--- config.mk ---
export PLATFORM = sky130hd
export DESIGN_NAME = led_strip_sweep_effect_sequencer_top
export DESIGN_NICKNAME = d
export VERILOG_FILES = /design/src/rtl/core/lss_pkg.sv /design/src/rtl/core/lss_front.sv /design/src/rtl/core/lss_back.sv /design/src/rtl/core/led_strip_sweep_effect_sequencer_top.sv
export SDC_FILE = /design/constraint.sdc
export NUM_CORES = 1
export LEC_CHECK = 0
export ABC_AREA = 0
export BUFFER_PORTS_ARGS = -buffer_cell sky130_fd_sc_hd__buf_2
export CORE_AREA = 2 2 261 263
export DETAILED_ROUTE_END_ITERATION = 8
export DIE_AREA = 0 0 263 265
export GPL_TIMING_DRIVEN = 0
export PLACE_DENSITY = 0.63
export SLEW_MARGIN = 20
export SYNTH_ARGS = -nofsm -noshare
export SYNTH_HDL_FRONTEND = slang
export SYNTH_HIERARCHICAL = 1
export SYNTH_SLANG_ARGS = --single-unit
--- constraint.sdc ---
create_clock -name i_clk -period 5.61 [get_ports i_clk]
set_clock_uncertainty 0.2 [all_clocks]
set_input_delay 0.561 -clock i_clk [delete_from_list [all_inputs] [get_ports i_clk]]
set_output_delay 0.561 -clock i_clk [all_outputs]
set_load 0.01 [all_outputs]
--- src/rtl/core/lss_pkg.sv ---
//------------------------------------------------------------------------------
// LED strip sweep sequencer package
// Shared types and constants for the intake queue and the frame engine.
//------------------------------------------------------------------------------
`default_nettype none

package lss_pkg;

    // Signed width for paint positions: covers 3*127 plus the center offset.
    localparam int POS_W = 11;

    localparam logic [7:0] HOLD_SWEEP   = 8'h20;
    localparam logic [7:0] HOLD_OUTWARD = 8'hA0;
    localparam logic [7:0] FADE_SWEEP   = 8'h08;
    localparam logic [7:0] FADE_IDLE    = 8'h01;
    localparam logic [7:0] FADE_NONE    = 8'h00;

    localparam logic [2:0] EFF_FADE    = 3'd0;
    localparam logic [2:0] EFF_LEFT    = 3'd1;
    localparam logic [2:0] EFF_RIGHT   = 3'd2;
    localparam logic [2:0] EFF_INWARD  = 3'd3;
    localparam logic [2:0] EFF_OUTWARD = 3'd4;

    // One queued request: effect select or animation tick.
    typedef struct packed {
        logic       is_sel;
        logic [2:0] effect;
    } t_cmd;

    // One byte painted during a tick.
    typedef struct packed {
        logic                    en;
        logic signed [POS_W-1:0] pos;
        logic [7:0]              val;
    } t_slot;

endpackage

`default_nettype wire

--- src/rtl/core/lss_front.sv ---
//------------------------------------------------------------------------------
// LED strip sweep sequencer intake
// Accepts request words, classifies them and queues them for the frame engine.
//------------------------------------------------------------------------------
`default_nettype none

module lss_front
    import lss_pkg::*;
(
    input  wire logic       i_clk,
    input  wire logic       i_rst_n,
    input  wire logic       i_valid,
    output logic            o_ready,
    input  wire logic       i_is_sel,
    input  wire logic [2:0] i_effect_sel,
    output t_cmd            o_cmd,
    output logic            o_cmd_valid,
    input  wire logic       i_cmd_pop
);

    t_cmd       r_q [2];
    logic       r_wp;
    logic       r_rp;
    logic [1:0] r_cnt;
    logic       w_push;

    assign o_ready     = (r_cnt != 2'd2);
    assign w_push      = i_valid && o_ready;
    assign o_cmd_valid = (r_cnt != 2'd0);
    assign o_cmd       = r_q[r_rp];

    always_ff @(posedge i_clk) begin
        if (w_push) begin
            r_q[r_wp] <= '{is_sel: i_is_sel, effect: i_effect_sel};
        end
    end

    always_ff @(posedge i_clk) begin
        if (!i_rst_n) begin
            r_wp  <= 1'b0;
            r_rp  <= 1'b0;
            r_cnt <= 2'd0;
        end else begin
            if (w_push) begin
                r_wp <= ~r_wp;
            end
            if (i_cmd_pop) begin
                r_rp <= ~r_rp;
            end
            r_cnt <= r_cnt + 2'(w_push) - 2'(i_cmd_pop);
        end
    end

endmodule

`default_nettype wire

--- src/rtl/core/lss_back.sv ---
//------------------------------------------------------------------------------
// LED strip sweep sequencer frame engine
// Advances the effect state, rewrites the frame memory and streams it out.
//------------------------------------------------------------------------------
`default_nettype none

module lss_back
    import lss_pkg::*;
#(
    parameter int PIXELS = 16
) (
    input  wire logic        i_clk,
    input  wire logic        i_rst_n,
    input  wire t_cmd        i_cmd,
    input  wire logic        i_cmd_valid,
    output logic             o_cmd_pop,
    input  wire logic [7:0]  i_color_blue,
    input  wire logic [7:0]  i_color_red,
    input  wire logic [7:0]  i_color_green,
    output logic             o_valid,
    input  wire logic        i_ready,
    output logic [15:0]      o_data,
    output logic             o_last
);

    localparam int FB    = PIXELS * 3;
    localparam int IDX_W = $clog2(FB);
    localparam int CNT_W = $clog2(FB + 1);
    localparam int ZC    = (FB - 3) / 2;
    localparam int HALF  = PIXELS / 2;
    localparam int PB0   = 3 * (PIXELS - 1);

    typedef enum logic [2:0] {
        ST_IDLE = 3'b001,
        ST_FADE = 3'b010,
        ST_EMIT = 3'b100
    } t_state;

    t_state             r_state, n_state;
    logic [2:0]         r_effect, n_effect;
    logic [6:0]         r_sweep, n_sweep;
    logic               r_holding, n_holding;
    logic [7:0]         r_hold_cnt, n_hold_cnt;
    logic               r_power, n_power;
    logic [7:0]         r_step, n_step;
    logic               r_any, n_any;
    t_slot              r_slot [6];
    t_slot              n_slot [6];
    logic [CNT_W-1:0]   r_rd_idx, n_rd_idx;
    logic               r_pend, n_pend;
    logic [IDX_W-1:0]   r_pidx, n_pidx;

    logic [7:0]         r_mem [FB];
    logic               r_vld [FB];
    logic [7:0]         r_mem_q;
    logic               r_vld_q;

    logic [14:0]        r_ob_data [2];
    logic               r_ob_last [2];
    logic               r_ob_wp;
    logic               r_ob_rp;
    logic [1:0]         r_ob_cnt;

    logic               w_rd_en;
    logic               w_we;
    logic [7:0]         w_wdata;
    logic               w_push;
    logic               w_pop;
    logic [14:0]        w_push_data;
    logic               w_push_last;

    function automatic t_slot mk_slot(input logic en,
                                      input logic signed [POS_W-1:0] pos,
                                      input logic [7:0] val);
        t_slot s;
        s.en  = en;
        s.pos = pos;
        s.val = val;
        return s;
    endfunction

    assign w_pop = o_valid && i_ready;

    always_comb begin
        logic signed [POS_W-1:0] sp;
        logic signed [POS_W-1:0] y;
        logic signed [POS_W-1:0] pb;
        logic signed [POS_W-1:0] zc;
        logic signed [POS_W-1:0] pidx_s;
        logic [6:0]              sweep_inc;
        logic [7:0]              hc_inc;
        logic                    en_a;
        logic                    en_b;
        logic [7:0]              cur;
        logic [7:0]              faded;
        logic [2:0]              occ;
        logic [IDX_W+5:0]        idx_ext;

        n_state    = r_state;
        n_effect   = r_effect;
        n_sweep    = r_sweep;
        n_holding  = r_holding;
        n_hold_cnt = r_hold_cnt;
        n_power    = r_power;
        n_step     = r_step;
        n_any      = r_any;
        n_slot     = r_slot;
        n_rd_idx   = r_rd_idx;
        n_pidx     = r_pidx;
        o_cmd_pop  = 1'b0;
        w_rd_en    = 1'b0;
        w_we       = 1'b0;
        w_push     = 1'b0;

        sp        = signed'(POS_W'(r_sweep));
        y         = (sp <<< 1) + sp;
        pb        = signed'(POS_W'(PB0)) - y;
        zc        = signed'(POS_W'(ZC));
        pidx_s    = signed'(POS_W'(r_pidx));
        sweep_inc = r_sweep + 7'd1;
        hc_inc    = r_hold_cnt + 8'd1;
        en_a      = 1'b0;
        en_b      = 1'b0;
        idx_ext   = {6'b0, r_pidx};

        // Paint, then fade, the byte whose read data is present now.
        cur = r_vld_q ? r_mem_q : 8'd0;
        for (int k = 0; k < 6; k++) begin
            if (r_slot[k].en && (r_slot[k].pos == pidx_s)) begin
                cur = r_slot[k].val;
            end
        end
        faded       = (cur > r_step) ? (cur - r_step) : 8'd0;
        w_wdata     = faded;
        w_push_data = {r_power, (r_vld_q ? r_mem_q : 8'd0), idx_ext[5:0]};
        w_push_last = (r_pidx == IDX_W'(FB - 1));
        occ         = {1'b0, r_ob_cnt} + 3'(r_pend) - 3'(w_pop);

        case (r_state)
            ST_IDLE: begin
                if (i_cmd_valid) begin
                    o_cmd_pop = 1'b1;
                    if (i_cmd.is_sel) begin
                        n_effect = i_cmd.effect;
                    end else begin
                        for (int k = 0; k < 6; k++) begin
                            n_slot[k] = mk_slot(1'b0, '0, 8'd0);
                        end
                        n_rd_idx = '0;
                        n_any    = 1'b0;
                        n_state  = ST_FADE;
                        case (r_effect)
                            EFF_LEFT, EFF_RIGHT, EFF_INWARD: begin
                                n_power = 1'b1;
                                n_step  = FADE_SWEEP;
                                if (r_holding) begin
                                    if (hc_inc > HOLD_SWEEP) begin
                                        n_sweep    = 7'd0;
                                        n_holding  = 1'b0;
                                        n_hold_cnt = 8'd0;
                                        n_effect   = r_effect + 3'd1;
                                    end else begin
                                        n_hold_cnt = hc_inc;
                                    end
                                end else begin
                                    en_a = (r_effect != EFF_RIGHT);
                                    en_b = (r_effect != EFF_LEFT);
                                    n_slot[0] = mk_slot(en_a, y, i_color_blue);
                                    n_slot[1] = mk_slot(en_a, POS_W'(y + 1), i_color_red);
                                    n_slot[2] = mk_slot(en_a, POS_W'(y + 2), i_color_green);
                                    n_slot[3] = mk_slot(en_b, pb, i_color_blue);
                                    n_slot[4] = mk_slot(en_b, POS_W'(pb + 1), i_color_red);
                                    n_slot[5] = mk_slot(en_b, POS_W'(pb + 2), i_color_green);
                                    n_sweep   = sweep_inc;
                                    if (r_effect == EFF_INWARD) begin
                                        if (int'(sweep_inc) > HALF) begin
                                            n_holding = 1'b1;
                                        end
                                    end else if (int'(sweep_inc) >= PIXELS) begin
                                        n_holding = 1'b1;
                                    end
                                end
                            end
                            EFF_OUTWARD: begin
                                n_power = 1'b1;
                                n_step  = FADE_NONE;
                                if (r_holding) begin
                                    if (hc_inc > HOLD_OUTWARD) begin
                                        n_sweep    = 7'd0;
                                        n_holding  = 1'b0;
                                        n_hold_cnt = 8'd0;
                                        n_effect   = EFF_FADE;
                                    end else begin
                                        n_hold_cnt = hc_inc;
                                    end
                                end else begin
                                    n_slot[0] = mk_slot(1'b1, POS_W'(zc + y + 2), i_color_blue);
                                    n_slot[1] = mk_slot(1'b1, POS_W'(zc + y + 3), i_color_red);
                                    n_slot[2] = mk_slot(1'b1, POS_W'(zc + y + 4), i_color_green);
                                    n_slot[3] = mk_slot(1'b1, POS_W'(zc - y + 1), i_color_green);
                                    n_slot[4] = mk_slot(1'b1, zc - y, i_color_red);
                                    n_slot[5] = mk_slot(1'b1, POS_W'(zc - y - 1), i_color_blue);
                                    n_sweep   = sweep_inc;
                                    if (int'(sweep_inc) > HALF) begin
                                        n_holding = 1'b1;
                                    end
                                end
                            end
                            default: begin
                                n_step = FADE_IDLE;
                            end
                        endcase
                    end
                end
            end
            ST_FADE: begin
                w_rd_en = (r_rd_idx < CNT_W'(FB));
                if (w_rd_en) begin
                    n_rd_idx = r_rd_idx + 1'b1;
                    n_pidx   = r_rd_idx[IDX_W-1:0];
                end
                if (r_pend) begin
                    w_we  = 1'b1;
                    n_any = r_any || (faded != 8'd0);
                    if (w_push_last) begin
                        // Drop power only after a full pass left every byte dark.
                        if ((r_step != FADE_NONE) && !n_any) begin
                            n_power = 1'b0;
                        end
                        n_rd_idx = '0;
                        n_state  = ST_EMIT;
                    end
                end
            end
            ST_EMIT: begin
                w_rd_en = (r_rd_idx < CNT_W'(FB)) && (occ <= 3'd1);
                if (w_rd_en) begin
                    n_rd_idx = r_rd_idx + 1'b1;
                    n_pidx   = r_rd_idx[IDX_W-1:0];
                end
                w_push = r_pend;
                if ((r_rd_idx == CNT_W'(FB)) && !r_pend) begin
                    n_state = ST_IDLE;
                end
            end
            default: begin
                n_state = ST_IDLE;
            end
        endcase
        n_pend = w_rd_en;
    end

    always_ff @(posedge i_clk) begin
        if (!i_rst_n) begin
            r_state    <= ST_IDLE;
            r_effect   <= EFF_FADE;
            r_sweep    <= 7'd0;
            r_holding  <= 1'b0;
            r_hold_cnt <= 8'd0;
            r_power    <= 1'b0;
            r_pend     <= 1'b0;
            r_rd_idx   <= '0;
            r_any      <= 1'b0;
        end else begin
            r_state    <= n_state;
            r_effect   <= n_effect;
            r_sweep    <= n_sweep;
            r_holding  <= n_holding;
            r_hold_cnt <= n_hold_cnt;
            r_power    <= n_power;
            r_pend     <= n_pend;
            r_rd_idx   <= n_rd_idx;
            r_any      <= n_any;
        end
    end

    always_ff @(posedge i_clk) begin
        r_step <= n_step;
        r_slot <= n_slot;
        r_pidx <= n_pidx;
    end

    // Frame memory: one read and one write port, registered read data.
    always_ff @(posedge i_clk) begin
        if (w_rd_en) begin
            r_mem_q <= r_mem[r_rd_idx[IDX_W-1:0]];
            r_vld_q <= r_vld[r_rd_idx[IDX_W-1:0]];
        end
        if (w_we) begin
            r_mem[r_pidx] <= w_wdata;
        end
    end

    // Entries never written read as zero.
    always_ff @(posedge i_clk) begin
        if (!i_rst_n) begin
            for (int k = 0; k < FB; k++) begin
                r_vld[k] <= 1'b0;
            end
        end else if (w_we) begin
            r_vld[r_pidx] <= 1'b1;
        end
    end

    // Two-entry output buffer.
    always_ff @(posedge i_clk) begin
        if (w_push) begin
            r_ob_data[r_ob_wp] <= w_push_data;
            r_ob_last[r_ob_wp] <= w_push_last;
        end
    end

    always_ff @(posedge i_clk) begin
        if (!i_rst_n) begin
            r_ob_wp  <= 1'b0;
            r_ob_rp  <= 1'b0;
            r_ob_cnt <= 2'd0;
        end else begin
            if (w_push) begin
                r_ob_wp <= ~r_ob_wp;
            end
            if (w_pop) begin
                r_ob_rp <= ~r_ob_rp;
            end
            r_ob_cnt <= r_ob_cnt + 2'(w_push) - 2'(w_pop);
        end
    end

    assign o_valid = (r_ob_cnt != 2'd0);
    assign o_data  = {1'b0, r_ob_data[r_ob_rp]};
    assign o_last  = r_ob_last[r_ob_rp];

endmodule

`default_nettype wire

--- src/rtl/core/led_strip_sweep_effect_sequencer_top.sv ---
//------------------------------------------------------------------------------
// LED strip sweep effect sequencer
// Effect animation over an RGB byte frame, one full frame streamed per tick.
//------------------------------------------------------------------------------
// Usage:
//   Slave stream: one word per request. tuser = 0 is an animation tick,
//   tuser = 1 selects the effect held in tdata[2:0] and produces nothing.
//   Master stream: each tick yields PIXELS*3 words in byte order; tdata
//   carries byte index, byte value and the strip power enable, tlast marks
//   the final byte. APB registers 0..2 (blue, red, green) at byte addresses
//   0, 4, 8 set the painted color; write them only while the block is idle.
//   Timing: a two-word request queue sits in front of the frame engine. A
//   tick is decoded, then an update pass over the frame memory rewrites
//   every byte, then the frame is streamed out; the engine takes the next
//   request only after the whole frame has been read out of the memory.
//   A select only sets the effect. The emit rate is set by the single
//   frame memory read port.
//   Reset: frame reads as all zero, effect 0, power off, colors 255.
//   Stall: a two-word output buffer absorbs the read in flight; the engine
//   pauses reads until it drains, and requests keep queuing up to two.
//------------------------------------------------------------------------------
`default_nettype none

module led_strip_sweep_effect_sequencer_top
    import lss_pkg::*;
#(
    parameter int PIXELS = 16
) (
    input  wire logic        i_clk,
    input  wire logic        i_rst_n,
    // slave stream
    input  wire logic        s_axis_tvalid,
    output logic             s_axis_tready,
    input  wire logic [7:0]  s_axis_tdata,   // [2:0] effect_sel, [7:3] zero
    input  wire logic        s_axis_tuser,   // [0] req_type
    // master stream
    output logic             m_axis_tvalid,
    input  wire logic        m_axis_tready,
    output logic [15:0]      m_axis_tdata,   // [5:0] byte_index, [13:6] byte_value,
                                             // [14] power_on, [15] zero
    output logic             m_axis_tlast,   // last
    // configuration
    input  wire logic        psel,
    input  wire logic        penable,
    input  wire logic        pwrite,
    input  wire logic [3:0]  paddr,
    input  wire logic [31:0] pwdata,
    output logic [31:0]      prdata,
    output logic             pready
);

    localparam logic [1:0] REG_BLUE  = 2'd0;
    localparam logic [1:0] REG_RED   = 2'd1;
    localparam logic [1:0] REG_GREEN = 2'd2;

    logic [7:0] r_color_blue;
    logic [7:0] r_color_red;
    logic [7:0] r_color_green;
    logic       w_cfg_wr;
    t_cmd       w_cmd;
    logic       w_cmd_valid;
    logic       w_cmd_pop;

    assign pready   = 1'b1;
    assign w_cfg_wr = psel && penable && pwrite && pready;

    // Register write at the access phase.
    always_ff @(posedge i_clk) begin
        if (!i_rst_n) begin
            r_color_blue  <= 8'hFF;
            r_color_red   <= 8'hFF;
            r_color_green <= 8'hFF;
        end else if (w_cfg_wr) begin
            case (paddr[3:2])
                REG_BLUE:  r_color_blue  <= pwdata[7:0];
                REG_RED:   r_color_red   <= pwdata[7:0];
                REG_GREEN: r_color_green <= pwdata[7:0];
                default: begin
                end
            endcase
        end
    end

    always_comb begin
        case (paddr[3:2])
            REG_BLUE:  prdata = {24'd0, r_color_blue};
            REG_RED:   prdata = {24'd0, r_color_red};
            REG_GREEN: prdata = {24'd0, r_color_green};
            default:   prdata = 32'd0;
        endcase
    end

    // Front: classify and queue requests.
    lss_front u_front (
        .i_clk        (i_clk),
        .i_rst_n      (i_rst_n),
        .i_valid      (s_axis_tvalid),
        .o_ready      (s_axis_tready),
        .i_is_sel     (s_axis_tuser),
        .i_effect_sel (s_axis_tdata[2:0]),
        .o_cmd        (w_cmd),
        .o_cmd_valid  (w_cmd_valid),
        .i_cmd_pop    (w_cmd_pop)
    );

    // Back: advance effect state, rewrite and stream the frame.
    lss_back #(
        .PIXELS (PIXELS)
    ) u_back (
        .i_clk         (i_clk),
        .i_rst_n       (i_rst_n),
        .i_cmd         (w_cmd),
        .i_cmd_valid   (w_cmd_valid),
        .o_cmd_pop     (w_cmd_pop),
        .i_color_blue  (r_color_blue),
        .i_color_red   (r_color_red),
        .i_color_green (r_color_green),
        .o_valid       (m_axis_tvalid),
        .i_ready       (m_axis_tready),
        .o_data        (m_axis_tdata),
        .o_last        (m_axis_tlast)
    );

endmodule

`default_nettype wire

==> results of run 1 <==
## logic make-up (layout without fill, tap and decap cells)
logic type / Yosys count / in the layout / synth area share [%]
flops: 674 / 674 / 63.3
buf+inv: 178 / 373 / 2.78
compound gates: 346 / 346 / 7.94
xor+xnor: 118 / 118 / 3.50
other cells: 3 / 30 / 0.0376
fa+ha+maj: 42 / 42 / 1.81
mux: 187 / 187 / 12.3
simple gates: 484 / 484 / 8.37
## cell usage in the layout, fill, tap and decap left out, types with 46 or more instances in the layout
master                      count
sky130_fd_sc_hd__inv_1         46
sky130_fd_sc_hd__a21oi_1       49
sky130_fd_sc_hd__dfxtp_1      129
sky130_fd_sc_hd__mux4_2       141
sky130_fd_sc_hd__edfxtp_1     545
sky130_fd_sc_hd__nor2_1       120
sky130_fd_sc_hd__clkbuf_16     76
sky130_fd_sc_hd__o21a_1        52
sky130_fd_sc_hd__clkbuf_1      92
sky130_fd_sc_hd__buf_2         62
sky130_fd_sc_hd__xnor2_1       73
sky130_fd_sc_hd__o21ai_0       71
sky130_fd_sc_hd__and2_1        51
sky130_fd_sc_hd__nand2_1      105
## power groups by stage
stage	combinational (mW)	clock [mW]	sequential (mW)
2_1_floorplan	1.37	0	6.40
3_3_place_gp	1.99	0	6.49
3_5_place_dp	2.26	0	6.43
4_1_cts	2.28	4.74	6.33
5_1_grt	2.47	4.93	6.35
6_report	2.29	4.64	6.33
## per-stage QoR
| step | hold WS (ns) | setup WS, ns | utilization (%) |
|---|---|---|---|
| after floorplan | 0.206 | 0.532 | - |
| after global placement | 0.217 | -2.00 | 46.9 |
| after detailed placement | 0.211 | -0.378 | 47.5 |
| after CTS | 0.0728 | 0.0115 | 51.0 |
| after global routing | 0.0906 | 0.0228 | 51.0 |
| final | 0.101 | 0.265 | 51.0 |
## state kept, by name (all words and copies together), names as in the netlist, 2 cells and up, named ones only
register,flops
r_color_red,8
u_back/r_state,3
u_back/r_mem_q,8
u_back/r_effect,3
r_color_green,8
u_back/r_slot,104
u_back/r_vld,64
u_back/r_ob_cnt,2
u_back/r_ob_data,30
u_back/r_sweep,7
u_front/r_cnt,2
u_back/r_step,2
u_back/r_mem,384
u_back/r_rd_idx,6
u_back/r_pidx,6
r_color_blue,8
u_front/r_q,8
u_back/r_hold_cnt,8
u_back/r_ob_last,2
## area by class of cell
type | instances | area, um^2
clock buffer | 100 | 2010
multi-input combinational | 1206 | 10300
clock inverter | 32 | 303
antenna | 1 | 2.50
inverter | 47 | 176
sequential | 674 | 18900
tap | 873 | 1090
timing repair buffer | 63 | 568
fill | 5621 | 32700
buffer | 131 | 657
## final timing paths
check	to	slack [ns]	start
hold reg to reg	u_back/r_pidx[5]$_DFFE_PP_	0.22	u_back/r_rd_idx[5]$_SDFFE_PN0P_
hold / removal	r_color_green[1]$_SDFFE_PN1P_	0.10	pwdata[1]
setup / recovery	u_back/r_mem[22][2]$_DFFE_PP_	0.27	u_back/r_pidx[4]$_DFFE_PP_
setup reg to reg	u_back/r_mem[22][2]$_DFFE_PP_	0.27	u_back/r_pidx[4]$_DFFE_PP_
## worst reg2reg max path, stage by stage (launching register included)
cell and delay, ns:
sky130_fd_sc_hd__edfxtp_1 0.38, sky130_fd_sc_hd__buf_2 0.30, sky130_fd_sc_hd__buf_2 0.36, sky130_fd_sc_hd__xnor2_1 0.16
sky130_fd_sc_hd__nand4_1 0.50, sky130_fd_sc_hd__nor2_4 0.45, sky130_fd_sc_hd__o21ai_0 0.17, sky130_fd_sc_hd__nand2_1 0.08
sky130_fd_sc_hd__nand3_1 0.06, sky130_fd_sc_hd__o21ai_0 0.08, sky130_fd_sc_hd__o21ai_0 0.13, sky130_fd_sc_hd__mux2_2 0.33
sky130_fd_sc_hd__ha_1 0.27, sky130_fd_sc_hd__clkbuf_2 0.20, sky130_fd_sc_hd__nand3_1 0.10, sky130_fd_sc_hd__o21ai_1 0.27
sky130_fd_sc_hd__o31ai_1 0.16, sky130_fd_sc_hd__nand2_1 0.13, sky130_fd_sc_hd__nor2_4 0.09, sky130_fd_sc_hd__nor2_4 0.52
sky130_fd_sc_hd__buf_16 0.25
## layer usage
layer  track usage, %  vias to the layer above  wire length, um
met2             36.0                      697            36800
met4             6.25                        0             1810
met3             3.31                      118             4260
met5                0                        -                0
li1                 -                     8109                -
met1             27.7                     9261            30700
## timing repair
| action | CTS | global route |
|---|---|---|
| hold endpoints to repair | 8 | 0 |
| hold buffers | 4 | 0 |
| pin swaps | 1 | 0 |
| resized for setup | 2 | 4 |
| buffers inserted | 1 | 0 |
| setup endpoints to repair | 259 | 256 |
==> impl_results.rst, run 1 <==
.. list-table::
   :header-rows: 1

   * - Metric
     - Value
   * - Logic pwr share
     - about 17%
   * - Most repeated cell in the gate-level netlist after synthesis
     - sky130_fd_sc_hd__edfxtp_1
   * - Final standard cell area without fillers
     - 0.0341 mm^2
   * - Average size of a mapped cell
     - around 15 um^2
   * - Final non-filler cell total
     - roughly 3,100
   * - Detailed Route WL
     - roughly 73,000 um
   * - Area of the placeable core
     - ~0.067 mm^2
   * - Die Height
     - about 270 um
   * - CP max stage cell
     - sky130_fd_sc_hd__nor2_4
   * - Total stage count of the critical path
     - 20
   * - Pin count of the biggest net entering global routing
     - 49
   * - Antenna-violating nets left
     - 0
   * - Max FO, Critical Path
     - 32
   * - Routed len/inst
     - 23.5 um
   * - Number of detailed-route iterations in the first pass
     - 6
   * - Async set-or-reset flop fraction in the synthesized netlist
     - 0%
   * - Number of global-route vias before repair
     - about 18,000
   * - Post-Synthesis Cell Area
     - around 0.03 mm^2
   * - Critical Path Start Type
     - flop
   * - Count of state elements after synthesis
     - ~670
   * - Area fraction of the dominant cell type after synthesis
     - between 50% and 60%
   * - Max_slew headroom
     - a little under a third
   * - Cell depth of the worst min-delay path
     - 3
   * - Int Power
     - between 9 and 10 mW
   * - Power spent charging and discharging nets
     - roughly 3.6 mW
   * - H-tree levels
     - 3
   * - Setup repair after global routing missed its margin
     - false
   * - Final hold violations
     - 0
   * - Final clock period utilization by the worst path
     - 95.3%
   * - Worst path max stage delay
     - about 0.52 ns
   * - Syn Inst Count
     - between 2,000 and 2,500
   * - Total die area
     - roughly 0.07 mm^2
   * - VDD IR max
     - 0.000275 V
   * - Total power per unit cell area
     - just under 400 mW/mm^2
   * - GRT Util Overall
     - a little over a fifth
   * - Pwr Total
     - around 13 mW
   * - Total via count in the routed design
     - about 18,000
   * - Final Max Tran Viols
     - 0
   * - Setup TNS
     - 0 ns
   * - Synthesis warning total
     - 6
   * - Count of standard-cell rows
     - 95
   * - R2R depth
     - 20
   * - Clock-pin transition on the worst setup and hold timing paths
     - 0.06 ns
   * - Initial antenna violation count
     - 0
   * - Largest delay share family, worst path
     - simple AND/OR/NAND/NOR gates
   * - Static Leak
     - roughly 11 nW
   * - Violation count after the first detailed-route iteration
     - 1,841
   * - Overflow after GRT
     - 0
   * - TritonCTS clock tree
     - done
   * - Final setup violation count
     - 0
   * - Die width
     - about 260 um
   * - Number of library cell types mapped by synthesis
     - 93
   * - Area delta synth->final
     - 13.9%
   * - Post-DR vias/cell
     - roughly 5.8
   * - Critical path buffer and inverter count
     - 4
   * - Path class of the lowest-slack min-delay path
     - in -> reg
   * - Buffer cell driving the clock tree root
     - sky130_fd_sc_hd__clkbuf_16
   * - CTS Buf Count
     - a little over 70
   * - Number of enable flip-flop cells after synthesis
     - approximately 550
   * - Later-pin clock latency in the skew report
     - roughly 0.62 ns
   * - Maximum achievable frequency
     - between 150 and 200 MHz
   * - Estimated wirelength of the detail-placed design
     - between 50,000 and 60,000 um
   * - Register area share after synthesis
     - between 60% and 70%
   * - I/O pin count
     - 104
   * - Endpoint type of the worst setup path
     - flop
   * - Data arrival time of the worst path
     - around 5.6 ns
   * - Cell area reported after detailed placement
     - ~0.032 mm^2
   * - Cell types occupying the most area after synthesis
     - sky130_fd_sc_hd__edfxtp_1 55%, sky130_fd_sc_hd__mux4_2 11%, sky130_fd_sc_hd__dfxtp_1 8.6%, sky130_fd_sc_hd__xnor2_1 2.1%, sky130_fd_sc_hd__ha_1 1.7%
   * - Final routed DRC violation total
     - 0
   * - Sinks on Clock Net
     - approximately 670
   * - Critical path, cell by cell
     - buf_2 > buf_2 > xnor2_1 > nand4_1 > nor2_4 > o21ai_0 > nand2_1 > nand3_1 > o21ai_0 > o21ai_0 > mux2_2 > ha_1 > clkbuf_2 > nand3_1 > o21ai_1 > o31ai_1 > nand2_1 > nor2_4 > nor2_4 > buf_16
   * - Layout cells sized above 1
     - approximately a fifth
   * - Number of nets in the layout
     - 2,289
   * - IO buf count
     - 45
   * - Primary FF master, synth
     - sky130_fd_sc_hd__edfxtp_1
   * - Cell type with the highest aggregate area in the netlist
     - sky130_fd_sc_hd__edfxtp_1
   * - Net switching share of the total power
     - a little over a quarter
   * - Req. time, crit path
     - about 5.9 ns
   * - Total placed cells including tap cells
     - approximately 3,000
   * - Worst setup path category
     - reg -> reg
   * - Starting density of the core
     - 44.8%
   * - Fraction of power consumed by the clock network
     - a little over a third
   * - Routability congestion estimate
     - 0.932
   * - Slew at the pin closest to its max-slew limit
     - 1.03 ns
   * - Outcome
     - completed
   * - First-pass GRT wire length
     - 111,000 um
   * - Min Tclk post-route
     - 5.34 ns
   * - Count of maximum capacitance violations
     - 0
   * - Maximum number of buffers from clock root to sink
     - 3
   * - Part of the power in registers
     - 47.7%
   * - Cell types with the highest counts after synthesis
     - 545 x sky130_fd_sc_hd__edfxtp_1, 141 x sky130_fd_sc_hd__mux4_2, 129 x sky130_fd_sc_hd__dfxtp_1
Power figures use the tool's default switching activity.
==> run 2, diff against run 1 <==
--- a/config.mk
+++ b/config.mk
@@ -5,13 +5,14 @@
 export SDC_FILE = /design/constraint.sdc
 export NUM_CORES = 1
 export LEC_CHECK = 0
-export ABC_AREA = 0
+export ABC_AREA = 1
 export BUFFER_PORTS_ARGS = -buffer_cell sky130_fd_sc_hd__buf_2
-export CORE_AREA = 2 2 261 263
+export CORE_AREA = 2 2 238 240
 export DETAILED_ROUTE_END_ITERATION = 8
-export DIE_AREA = 0 0 263 265
+export DIE_AREA = 0 0 240 242
 export GPL_TIMING_DRIVEN = 0
-export PLACE_DENSITY = 0.63
+export HOLD_SLACK_MARGIN = 0.1
+export PLACE_DENSITY = 0.76
 export SLEW_MARGIN = 20
 export SYNTH_ARGS = -nofsm -noshare
 export SYNTH_HDL_FRONTEND = slang
==> impl_results.rst, run 2 <==
.. list-table::
   :header-rows: 1

   * - Metric
     - Value
   * - Data arrival time of the worst path
     - 5.20 ns (was 5.59 ns)
   * - Total die area
     - 0.0581 mm^2 (was 0.0697 mm^2)
   * - Total power per unit cell area
     - 481 mW/mm^2 (was 389 mW/mm^2)
   * - Share of the core filled with cells
     - 62.6% (was 51.0%)
   * - Final routed DRC violation total
     - 0 (unchanged)
   * - Register area
     - 0.0189 mm^2 (unchanged)
   * - Area of the multi-input gates
     - 0.0102 mm^2 (was 0.0103 mm^2)
   * - Number of global-route vias before repair
     - 23,069 (was 17,832)
   * - Sinks on Clock Net
     - 674 (unchanged)
   * - Number of detailed-route iterations in the first pass
     - 7 (was 6)
   * - Primary FF master, synth
     - sky130_fd_sc_hd__edfxtp_1 (unchanged)
   * - Post-Synthesis Cell Area
     - 0.0309 mm^2 (was 0.0299 mm^2)
   * - Maximum achievable frequency
     - 197 MHz (was 187 MHz)
   * - Starting density of the core
     - 55.4% (was 44.8%)
   * - Number of nets in the layout
     - 3,317 (was 2,289)
   * - Leading registers by flop count
     - u_back/r_mem x384, u_back/r_slot x104, u_back/r_vld x64 (unchanged)
   * - Count of state elements after synthesis
     - 674 (unchanged)
   * - Final clock period utilization by the worst path
     - 90.7% (was 95.3%)
   * - GRT Util Overall
     - 32.1% (was 21.0%)
   * - Die Height
     - 242 um (was 265 um)
   * - Max FO, Critical Path
     - 10 (was 32)
   * - Path class of the lowest-slack min-delay path
     - in -> reg (unchanged)
   * - Routability congestion estimate
     - 1.06 (was 0.932)
   * - Largest Register
     - u_back/r_mem (unchanged)
   * - Final setup violation count
     - 0 (unchanged)
   * - Worst setup path category
     - reg -> reg (unchanged)
   * - Register area share after synthesis
     - 61.4% (was 63.3%)
   * - Slew at the pin closest to its max-slew limit
     - 1.20 ns (was 1.03 ns)
   * - Routed len/inst
     - 23.4 um (was 23.5 um)
   * - Area fraction of the dominant cell type after synthesis
     - 53.0% (was 54.7%)
   * - Cell types occupying the most area after synthesis
     - sky130_fd_sc_hd__edfxtp_1 53%, sky130_fd_sc_hd__dfxtp_1 8.4%, sky130_fd_sc_hd__nor2_1 5.9%, sky130_fd_sc_hd__o21ai_0 5.7%, sky130_fd_sc_hd__nand2_1 4.5% (was sky130_fd_sc_hd__edfxtp_1 55%, sky130_fd_sc_hd__mux4_2 11%, sky130_fd_sc_hd__dfxtp_1 8.6%, sky130_fd_sc_hd__xnor2_1 2.1%, sky130_fd_sc_hd__ha_1 1.7%)
   * - Antenna-violating nets left
     - 0 (unchanged)
   * - Final non-filler cell total
     - 4,038 (was 3,127)
   * - Layout cells sized above 1
     - 10.3% (was 18.9%)
   * - Initial antenna violation count
     - 3 (was 0)
   * - Syn Inst Count
     - 3,051 (was 2,032)
   * - Final hold violations
     - 0 (unchanged)
   * - Endpoint type of the worst setup path
     - flop (unchanged)
   * - TritonCTS clock tree
     - done (unchanged)
   * - Worst setup path start
     - u_back/r_sweep[0]$_SDFFE_PN0P_ (was u_back/r_pidx[4]$_DFFE_PP_)
   * - Outcome
     - completed (unchanged)
   * - Number of library cell types mapped by synthesis
     - 62 (was 93)
   * - Later-pin clock latency in the skew report
     - 0.62 ns (about the same)
   * - Setup TNS
     - 0 ns (unchanged)
   * - IO buf count
     - 46 (was 45)
   * - Violation count after the first detailed-route iteration
     - 3,457 (was 1,841)
   * - Worst slack at placement
     - 0.393 ns (was -0.378 ns)
   * - Critical Path Start Type
     - flop (unchanged)
   * - Min Tclk post-route
     - 5.09 ns (was 5.34 ns)
   * - Area of the placeable core
     - 0.0557 mm^2 (was 0.0668 mm^2)
   * - Buffer cell driving the clock tree root
     - sky130_fd_sc_hd__clkbuf_16 (unchanged)
   * - Post-DR vias/cell
     - 6.05 (was 5.82)
   * - Final Max Tran Viols
     - 0 (unchanged)
   * - Setup repair after global routing missed its margin
     - false (unchanged)
   * - Die width
     - 240 um (was 263 um)
   * - Detailed Route WL
     - 94,300 um (was 73,500 um)
   * - Pin count of the biggest net entering global routing
     - 40 (was 49)
   * - Total via count in the routed design
     - 24,438 (was 18,185)
   * - Total setup buffers inserted after CTS
     - 0 (was 1)
   * - I/O pin count
     - 104 (unchanged)
   * - Area delta synth->final
     - 13.0% (was 13.9%)
   * - Req. time, crit path
     - 5.73 ns (was 5.85 ns)
   * - Min-Delay Startpoint
     - s_axis_tvalid (was pwdata[1])
   * - VDD IR max
     - 0.000558 V (was 0.000275 V)
   * - Most used cells in the layout excluding fill and tap cells
     - 545 x sky130_fd_sc_hd__edfxtp_1, 476 x sky130_fd_sc_hd__nor2_1, 365 x sky130_fd_sc_hd__nand2_1, 351 x sky130_fd_sc_hd__o21ai_0, 243 x sky130_fd_sc_hd__inv_1 (was 545 x sky130_fd_sc_hd__edfxtp_1, 141 x sky130_fd_sc_hd__mux4_2, 129 x sky130_fd_sc_hd__dfxtp_1, 120 x sky130_fd_sc_hd__nor2_1, 105 x sky130_fd_sc_hd__nand2_1)
   * - Number of filler cells placed in the layout
     - 4,488 (was 5,621)
   * - Cell area reported after detailed placement
     - 0.0324 mm^2 (was 0.0317 mm^2)
   * - Final Worst Setup Slack
     - 0.523 ns (was 0.265 ns)
   * - Flip-flop count of the largest register, all copies and words added
     - 384 (unchanged)
   * - H-tree levels
     - 3 (unchanged)
   * - Async set-or-reset flop fraction in the synthesized netlist
     - 0% (unchanged)
   * - Final standard cell area without fillers
     - 0.0349 mm^2 (was 0.0341 mm^2)
   * - Maximum number of buffers from clock root to sink
     - 3 (unchanged)
   * - Count of maximum capacitance violations
     - 0 (unchanged)
   * - Synthesis warning total
     - 6 (unchanged)
   * - Estimated wirelength of the detail-placed design
     - 66,200 um (was 51,800 um)
   * - Max_slew headroom
     - 20.0% (was 31.3%)
   * - Total placed cells including tap cells
     - 3,892 (was 2,989)
   * - Cell type with the highest aggregate area in the netlist
     - sky130_fd_sc_hd__edfxtp_1 (unchanged)
   * - Average size of a mapped cell
     - 10.1 um^2 (was 14.7 um^2)
   * - Count of standard-cell rows
     - 87 (was 95)
   * - Number of enable flip-flop cells after synthesis
     - 545 (unchanged)
   * - Static Leak
     - 13.2 nW (was 11.3 nW)
   * - Worst flop-to-flop path startpoint
     - u_back/r_sweep[0]$_SDFFE_PN0P_ (was u_back/r_pidx[4]$_DFFE_PP_)
   * - Clock-pin transition on the worst setup and hold timing paths
     - 0.06 ns (about the same)
   * - Overflow after GRT
     - 0 (unchanged)
   * - Most common cell after layout, fill and taps aside
     - sky130_fd_sc_hd__edfxtp_1 (unchanged)
   * - Cell types with the highest counts after synthesis
     - 545 x sky130_fd_sc_hd__edfxtp_1, 485 x sky130_fd_sc_hd__nor2_1, 366 x sky130_fd_sc_hd__nand2_1 (was 545 x sky130_fd_sc_hd__edfxtp_1, 141 x sky130_fd_sc_hd__mux4_2, 129 x sky130_fd_sc_hd__dfxtp_1)
   * - First-pass GRT wire length
     - 139,000 um (was 111,000 um)
   * - Most repeated cell in the gate-level netlist after synthesis
     - sky130_fd_sc_hd__edfxtp_1 (unchanged)
   * - CTS Buf Count
     - 71 (was 72)
run 2: cell count changes after synthesis, moves of 106 or more:
cell / previous run / this run
sky130_fd_sc_hd__inv_1: 46 / 248
sky130_fd_sc_hd__mux4_2: 141 / 0
sky130_fd_sc_hd__nand2_1: 105 / 366
sky130_fd_sc_hd__nand3_1: 32 / 145
sky130_fd_sc_hd__nor2_1: 127 / 485
sky130_fd_sc_hd__o21ai_0: 71 / 351
sky130_fd_sc_hd__o22ai_1: 34 / 140
run 2: worst paths after layout:
check	end	slack, ns	cells after the start
max	u_back/r_slot[16]$_DFFE_PP_	0.52	16
min	u_front/r_wp$_SDFFE_PN0P_	0.12	3
max reg2reg	u_back/r_slot[16]$_DFFE_PP_	0.52	16
min reg2reg	u_back/r_vld[53]$_DFF_P_	0.24	2
run 2: kinds of logic after synthesis:
| family | synth area share [%] |
|---|---|
| AO/OA/AOI/OAI | 13.3 |
| XOR/XNOR | 1.22 |
| adder cells (fa/ha/maj) | 1.75 |
| buffers and inverters | 6.01 |
| flip-flops | 61.4 |
| multiplexers | 0.730 |
| other | 0.0365 |
| AND/OR/NAND/NOR | 15.5 |
run 2: layout make-up:
type,count,share of cell area (%)
sequential,674,54.3
multi-input combinational,1960,29.2
clock buffer,104,5.89
inverter,271,2.94
tap,756,2.71
buffer,173,2.39
timing repair buffer,72,1.75
clock inverter,26,0.732
antenna,2,0.0143
run 2: metrics by stage:
stage | hold slack (ns) | power, mW
after floorplan | 0.203 | 10.2
after global placement | 0.211 | 11.7
after detailed placement | 0.219 | 12.0
after CTS | 0.114 | 16.6
after global routing | 0.141 | 17.5
final | 0.123 | 16.8
run 2: worst max-delay path: stages, from the launching register on:
cell                       delay [ns]
sky130_fd_sc_hd__dfxtp_1         0.37
sky130_fd_sc_hd__clkbuf_1        0.46
sky130_fd_sc_hd__clkinv_1        0.44
sky130_fd_sc_hd__ha_1            0.52
sky130_fd_sc_hd__clkbuf_1        0.52
sky130_fd_sc_hd__inv_1           0.35
sky130_fd_sc_hd__ha_1            0.33
sky130_fd_sc_hd__nand2_1         0.13
sky130_fd_sc_hd__inv_1           0.08
sky130_fd_sc_hd__nand2_1         0.06
sky130_fd_sc_hd__nand2_1         0.16
sky130_fd_sc_hd__inv_1           0.20
sky130_fd_sc_hd__nand3_1         0.18
sky130_fd_sc_hd__nor3_1          0.29
sky130_fd_sc_hd__inv_1           0.09
sky130_fd_sc_hd__nor3_1          0.25
sky130_fd_sc_hd__o221ai_1        0.17
run 2: timing repair:
item                                    CTS  global route
resized for setup                         0             3
endpoints found under the hold margin    32             0
endpoints found under the setup margin    0             8
hold buffers                             13             0
run 2: per-layer routing:
metal  vias up  wire [um]  track usage [%]
met4         2       4640             15.6
met1     11602      35900             43.0
met5         -         14                0
met3       275      10400             5.90
met2      1592      43300             50.6
li1      10967          -                -
run 2: power by group:
group,switching [mW],internal [mW]
sequential,0.275,6.68
clock,1.96,2.67
combinational,3.79,1.38
total,6.03,10.7
